### config.mk
export PLATFORM = sky130hd
export DESIGN_NAME = utf8_stream_decoder_core
export DESIGN_NICKNAME = d
export VERILOG_FILES = /design/src/rtl/utf8d_pkg.sv /design/src/rtl/utf8d_step.sv /design/src/rtl/utf8_stream_decoder_core.sv
export SDC_FILE = /design/constraint.sdc
export NUM_CORES = 1
export LEC_CHECK = 0
export BUFFER_PORTS_ARGS = -buffer_cell sky130_fd_sc_hd__buf_2
export CORE_ASPECT_RATIO = 0.5
export CORE_MARGIN = 2
export CORE_UTILIZATION = 55
export CTS_CLUSTER_DIAMETER = 30
export DETAILED_ROUTE_END_ITERATION = 10
export GPL_TIMING_DRIVEN = 0
export PLACE_DENSITY_LB_ADDON = 0.1
export SYNTH_ARGS = -nofsm -noshare
export SYNTH_HDL_FRONTEND = slang
export SYNTH_SLANG_ARGS = --single-unit
### constraint.sdc
create_clock -name clk -period 6.85 [get_ports clk]
set_clock_uncertainty 0.05 [all_clocks]
set_input_delay 0.685 -clock clk [delete_from_list [all_inputs] [get_ports clk]]
set_output_delay 0.685 -clock clk [all_outputs]
set_load 0.05 [all_outputs]
### src/rtl/utf8d_pkg.sv
// ----------------------------------------------------------------------------
// utf8d_pkg
// types and constants of the UTF-8 stream decoder
// ----------------------------------------------------------------------------
package utf8d_pkg;

	localparam int unsigned CodeW = 31;
	localparam int unsigned RemW  = 3;

	// lead byte thresholds
	localparam logic [7:0] LEAD2_MIN = 8'hC0;
	localparam logic [7:0] LEAD3_MIN = 8'hE0;
	localparam logic [7:0] LEAD4_MIN = 8'hF0;
	localparam logic [7:0] LEAD5_MIN = 8'hF8;
	localparam logic [7:0] LEAD6_MIN = 8'hFC;

	// payload masks
	localparam logic [7:0] MASK_CONT  = 8'h3F;
	localparam logic [7:0] MASK_LEAD2 = 8'h1F;
	localparam logic [7:0] MASK_LEAD3 = 8'h0F;
	localparam logic [7:0] MASK_LEAD4 = 8'h07;
	localparam logic [7:0] MASK_LEAD5 = 8'h03;
	localparam logic [7:0] MASK_LEAD6 = 8'h01;

	typedef struct packed {
		logic [7:0] data_byte;
		logic       end_of_stream;
	} utf8d_in_t;

	typedef struct packed {
		logic [CodeW-1:0] code_point;
		logic             truncated;
		logic             stream_last;
	} utf8d_out_t;

	typedef struct packed {
		logic [RemW-1:0]  bytes_remaining;
		logic [CodeW-1:0] partial_code;
	} utf8d_state_t;

endpackage

### src/rtl/utf8d_step.sv
// ----------------------------------------------------------------------------
// utf8d_step
// per-byte decode: next sequence state and the optional result
// ----------------------------------------------------------------------------
module utf8d_step (
	input  utf8d_pkg::utf8d_state_t state,
	input  utf8d_pkg::utf8d_in_t    item,
	output utf8d_pkg::utf8d_state_t state_next,
	output utf8d_pkg::utf8d_out_t   result,
	output logic                    result_valid
);

	logic [7:0]                   b;
	logic [utf8d_pkg::CodeW-1:0]  shifted;

	assign b       = item.data_byte;
	assign shifted = {state.partial_code[utf8d_pkg::CodeW-7:0], b[5:0]};

	// lead or continuation handling, then end-of-stream truncation
	always_comb begin
		state_next   = state;
		result       = '0;
		result_valid = 1'b0;
		if (state.bytes_remaining == '0) begin
			priority if (b < utf8d_pkg::LEAD2_MIN) begin
				result.code_point  = utf8d_pkg::CodeW'(b);
				result.stream_last = item.end_of_stream;
				result_valid       = 1'b1;
			end else if (b < utf8d_pkg::LEAD3_MIN) begin
				state_next.bytes_remaining = 3'd1;
				state_next.partial_code    = utf8d_pkg::CodeW'(b & utf8d_pkg::MASK_LEAD2);
			end else if (b < utf8d_pkg::LEAD4_MIN) begin
				state_next.bytes_remaining = 3'd2;
				state_next.partial_code    = utf8d_pkg::CodeW'(b & utf8d_pkg::MASK_LEAD3);
			end else if (b < utf8d_pkg::LEAD5_MIN) begin
				state_next.bytes_remaining = 3'd3;
				state_next.partial_code    = utf8d_pkg::CodeW'(b & utf8d_pkg::MASK_LEAD4);
			end else if (b < utf8d_pkg::LEAD6_MIN) begin
				state_next.bytes_remaining = 3'd4;
				state_next.partial_code    = utf8d_pkg::CodeW'(b & utf8d_pkg::MASK_LEAD5);
			end else begin
				state_next.bytes_remaining = 3'd5;
				state_next.partial_code    = utf8d_pkg::CodeW'(b & utf8d_pkg::MASK_LEAD6);
			end
		end else begin
			state_next.bytes_remaining = state.bytes_remaining - 3'd1;
			state_next.partial_code    = shifted;
			if (state.bytes_remaining == 3'd1) begin
				state_next.partial_code = '0;
				result.code_point       = shifted;
				result.stream_last      = item.end_of_stream;
				result_valid            = 1'b1;
			end
		end

		// stream ended inside a sequence
		if (!result_valid && item.end_of_stream) begin
			state_next   = '0;
			result       = '0;
			result.truncated   = 1'b1;
			result.stream_last = 1'b1;
			result_valid = 1'b1;
		end
	end

endmodule

### src/rtl/utf8_stream_decoder_core.sv
// ----------------------------------------------------------------------------
// utf8_stream_decoder_core
// UTF-8 decoder with legacy five- and six-byte sequences; while the output is not stalled, one byte per cycle
// ----------------------------------------------------------------------------
//  channel   valid      ready      payload
//  input     byte_valid byte_ready byte_item  (data_byte, end_of_stream)
//  output    cp_valid   cp_ready   cp_item    (code_point, truncated, stream_last)
//
//  one byte per clock sustained while the output is not stalled; a byte is
//  taken into the input register and its result offered from the result register
//  the decode step between the two registers sets the rate
//  arst_n clears both valid flags and the sequence state
//  a stalled output holds the result register; the input register keeps
//  moving as long as its byte produces no result
// ----------------------------------------------------------------------------
module utf8_stream_decoder_core (
	input  logic                  clk,
	input  logic                  arst_n,
	input  logic                  byte_valid,
	output logic                  byte_ready,
	input  utf8d_pkg::utf8d_in_t  byte_item,
	output logic                  cp_valid,
	input  logic                  cp_ready,
	output utf8d_pkg::utf8d_out_t cp_item
);

	logic                    byte_valid_s1;
	utf8d_pkg::utf8d_in_t    byte_item_s1;
	logic                    cp_valid_s2;
	utf8d_pkg::utf8d_out_t   cp_item_s2;
	utf8d_pkg::utf8d_state_t state_q;

	utf8d_pkg::utf8d_state_t state_next;
	utf8d_pkg::utf8d_out_t   result;
	logic                    result_valid;
	logic                    out_free;
	logic                    s1_go;

	// decode step on the registered byte
	utf8d_step u_step (
		.state        (state_q),
		.item         (byte_item_s1),
		.state_next   (state_next),
		.result       (result),
		.result_valid (result_valid)
	);

	// flow control
	assign out_free   = !cp_valid_s2 || cp_ready;
	assign s1_go      = byte_valid_s1 && (!result_valid || out_free);
	assign byte_ready = !byte_valid_s1 || s1_go;

	// input register
	always_ff @(posedge clk or negedge arst_n) begin
		if (!arst_n) begin
			byte_valid_s1 <= 1'b0;
		end else if (byte_ready) begin
			byte_valid_s1 <= byte_valid;
		end
	end

	always_ff @(posedge clk) begin
		if (byte_ready && byte_valid) begin
			byte_item_s1 <= byte_item;
		end
	end

	// sequence state
	always_ff @(posedge clk or negedge arst_n) begin
		if (!arst_n) begin
			state_q <= '0;
		end else if (s1_go) begin
			state_q <= state_next;
		end
	end

	// result register
	always_ff @(posedge clk or negedge arst_n) begin
		if (!arst_n) begin
			cp_valid_s2 <= 1'b0;
		end else if (out_free) begin
			cp_valid_s2 <= s1_go && result_valid;
		end
	end

	always_ff @(posedge clk) begin
		if (out_free && s1_go && result_valid) begin
			cp_item_s2 <= result;
		end
	end

	assign cp_valid = cp_valid_s2;
	assign cp_item  = cp_item_s2;

endmodule

==> summary.txt <==
Floorplan
  – Starting density of the core: between 50% and 60%
  – Die width: 108.7 um
  – Boundary Pins: 48
  – Core Area: between 5000 and 6000 sq um
  – Rows: 18
  – Total die area: between 6000 and 7000 sq um
  – Die Y: 56.33 um

Timing
  – Final hold violation count: 0
  – Fmax: approximately 0.35 GHz
  – Max Transition Viols Final: 0
  – Post-route minimum period: ~2800 ps
  – Unrepaired setup endpoints after global routing: false
  – Final period util: between 40 and 50%
  – Least-Margin Pin Slew: between 900 and 1000 ps
  – Setup TNS Final: 0 ps
  – Max-slew headroom: a little under two fifths
  – # setup viols final: 0
  – PnR worst setup slack: roughly 4000 ps

GRT
  – Wire length of the first global-routing pass: about 9000 um
  – Vias in the first global route: 1879
  – Initial antenna violation count: 0
  – GRT Total Usage: around a fifth
  – GRT overflow: 0
  – Pin count of the biggest net entering global routing: 34

Yosys
  – Synthesis Warnings: 0
  – Synthesized instance count: roughly 240
  – EDFF count, synth: 42
  – Largest cells by area after synthesis: edfxtp_1 42%, dfrtp_1 25%, o21ai_2 5.8%
  – Synth Register Bits: 72
  – Count leader, synth: edfxtp_1
  – Syn Nets: ~260
  – Top_reg_cell synth: edfxtp_1
  – Mean post-synth cell area: about 13 sq um
  – Top cell type by total area after synthesis: edfxtp_1
  – Ys async rst share: approximately two fifths
  – Sequential-to-total area share from yosys stat: 66.81%
  – Top cell type's share of synthesized area: about two fifths
  – Netlist cell types: 37
  – Commonest cells post-synth: 42 x edfxtp_1, 30 x dfrtp_1, 30 x inv_1, 25 x nor2_1, 21 x nand3_1
  – Mapped Area: between 3000 and 4000 sq um

Detailed routing
  – Post-route ant nets: 0
  – Final wirelength: ~5500 um
  – Wirelength per Cell: about 15 um
  – DRT iter0 DRCs: 75
  – DRT Pass-1 Iters: 4
  – DR vias: a little under 2000
  – Residual DRC count: 0
  – Vias per inst: 5.234

Placement
  – Placed cell area: ~3300 sq um
  – Detailed Place HPWL: 3689 um
  – Placer Congestion: between 0.8 and 0.9
  – Pre-CTS setup slack: 4226 ps
  – Buffers on Ports: 47

Critical path
  – Worst Setup Path Type: register to primary output
  – Crit path capture type: primary output
  – CP required: roughly 6100 ps
  – Data arrival, critical path: approximately 2100 ps
  – R2r startpoint: state_q[31]$_DFFE_PN0P_
  – Worst setup SP type: register
  – R2R depth: 7
  – FF-to-FF setup slack: about 4300 ps
  – Critical Path Fanout Max: 9
  – Crit Reg-Reg Endpoint: cp_item[11]$_SDFFCE_PP0P_

Cells and area
  – Area growth syn-to-layout: 17.45%
  – # nets final: approximately 310
  – # diodes: 0
  – Share of post-route cells with drive strength above 1: 31.46%
  – Fin area: between 3000 and 4000 sq um

Clock tree
  – # resized after CTS: 0
  – Sink Count: 72
  – Cts bufs inserted: 9
  – Clock Tree Buf Depth: 2
  – Reg clk slew, reported paths: ~70 ps
  – Clock root buffer: clkbuf_8
  – Post-CTS setup buffer count: 0
  – Clk Latency, worst-skew pair: 340 ps
  – CTS tree: yes
  – Hold buffers post-CTS: 0
  – CTS H-tree depth: 3

Outcome
  – Status: complete, no violations

Pwr
  – Sw Pwr: around 700 uW
  – Logic pwr share: between 40% and 50%
  – Internal Power: 946.4 uW
  – Clock power frac: between 20% and 30%
  – LEAKAGE: between 1 and 1.5 nW
  – Worst VDD drop: approximately 0.00022 V
  – Switching share of power: a little over two fifths
  – P per Cell Area: roughly 460 nW/um^2
  – Reg power frac: 39.3%

Hold path
  – Min-delay worst type: input pin to asynchronous set/reset pin

Flow run
  – Max_cap viols: 0
==> worst max-delay path: stages (launching register included) <==
cell and delay, ps:
dfrtp_1 380, inv_1 120, ha_1 150, buf_4 160
and3_1 270, nor2_2 110, o211ai_1 250, buf_2 310
==> through the flow <==
| stage | total power [mW] | hold slack [ps] | cells | util [%] |
|---|---|---|---|---|
| floorplan | 1.170 | 339.4 | 239 | - |
| global placement | 1.313 | 435.0 | 356 | 65.51 |
| detailed placement | 1.324 | 439.1 | 356 | 65.66 |
| CTS | 1.655 | 343.9 | 372 | 69.49 |
| global route | 1.735 | 369.8 | 372 | 69.49 |
| finish | 1.644 | 327.5 | 372 | 69.49 |
==> state kept, by name (all words and copies together), names as in the netlist <==
| name | count |
|---|---|
| cp_valid | 1 |
| byte_item_s1 | 9 |
| byte_valid_s1 | 1 |
| cp_item | 33 |
| state_q | 28 |
==> cell families after synthesis <==
logic type / Yosys count / share of synthesized area, %
flops: 72 / 66.81
fa+ha+maj: 3 / 1.246
simple gates: 78 / 12.84
mux: 6 / 1.994
compound gates: 38 / 10.76
buf+inv: 42 / 6.356
==> cell type report <==
type / instances / area [sq um]
plain buffers: 12 / 78.83
clock buffers: 10 / 127.6
clock inverters: 6 / 67.56
fillers: 386 / 1553
inverters: 30 / 112.6
multi-input cells: 125 / 815.8
flip-flops and latches: 72 / 2012
well taps: 70 / 87.58
repair buffers: 47 / 235.2
==> layout by cell type, fill, tap and decap left out, types with 2 or more instances in the layout <==
master / instances
dfrtp_1: 30
nand2_1: 8
clkbuf_1: 6
mux2i_1: 6
and3_1: 2
o21ai_1: 2
clkbuf_8: 9
ha_1: 3
buf_6: 2
edfxtp_1: 42
nand3_1: 21
nand4_1: 3
nor3_1: 2
nand2b_1: 3
a21oi_1: 3
o211ai_1: 2
clkinvlp_4: 2
o21ai_2: 20
o2111ai_1: 2
inv_1: 30
buf_2: 49
o21ai_0: 2
and2_1: 6
nor2_1: 24
nand3b_1: 4
==> worst max-delay path by stage <==
stage / from / to / slack [ps] / cells after the start
2_1_floorplan: state_q[31]$_DFFE_PN0P_ / cp_item[0]$_SDFFCE_PP1P_ / 3730 / 7
6_report: state_q[31]$_DFFE_PN0P_ / byte_ready / 4010 / 7
5_1_grt: state_q[31]$_DFFE_PN0P_ / byte_ready / 3850 / 7
3_5_place_dp: state_q[31]$_DFFE_PN0P_ / cp_item[23]$_SDFFCE_PP0P_ / 4230 / 7
4_1_cts: state_q[31]$_DFFE_PN0P_ / byte_ready / 3990 / 7
3_3_place_gp: state_q[31]$_DFFE_PN0P_ / cp_item[23]$_SDFFCE_PP0P_ / 3110 / 7
==> power groups by stage <==
stage / Sequential (mW) / Clock, mW / Combinational [mW]
after floorplan: 0.849 / 0 / 0.321
after global placement: 0.652 / 0 / 0.662
after detailed placement: 0.654 / 0 / 0.670
after CTS: 0.646 / 0.335 / 0.674
after global routing: 0.658 / 0.356 / 0.722
final: 0.646 / 0.328 / 0.670
==> routing by layer <==
layer,GRT usage [%],part of all wire (%),vias to the layer above
li1,-,-,944
met1,28.04,47,928
met2,30.98,46,70
met3,8.362,6.6,5
met4,4.212,0.70,0
met5,0,0,-
Power figures use the tool's default switching activity.
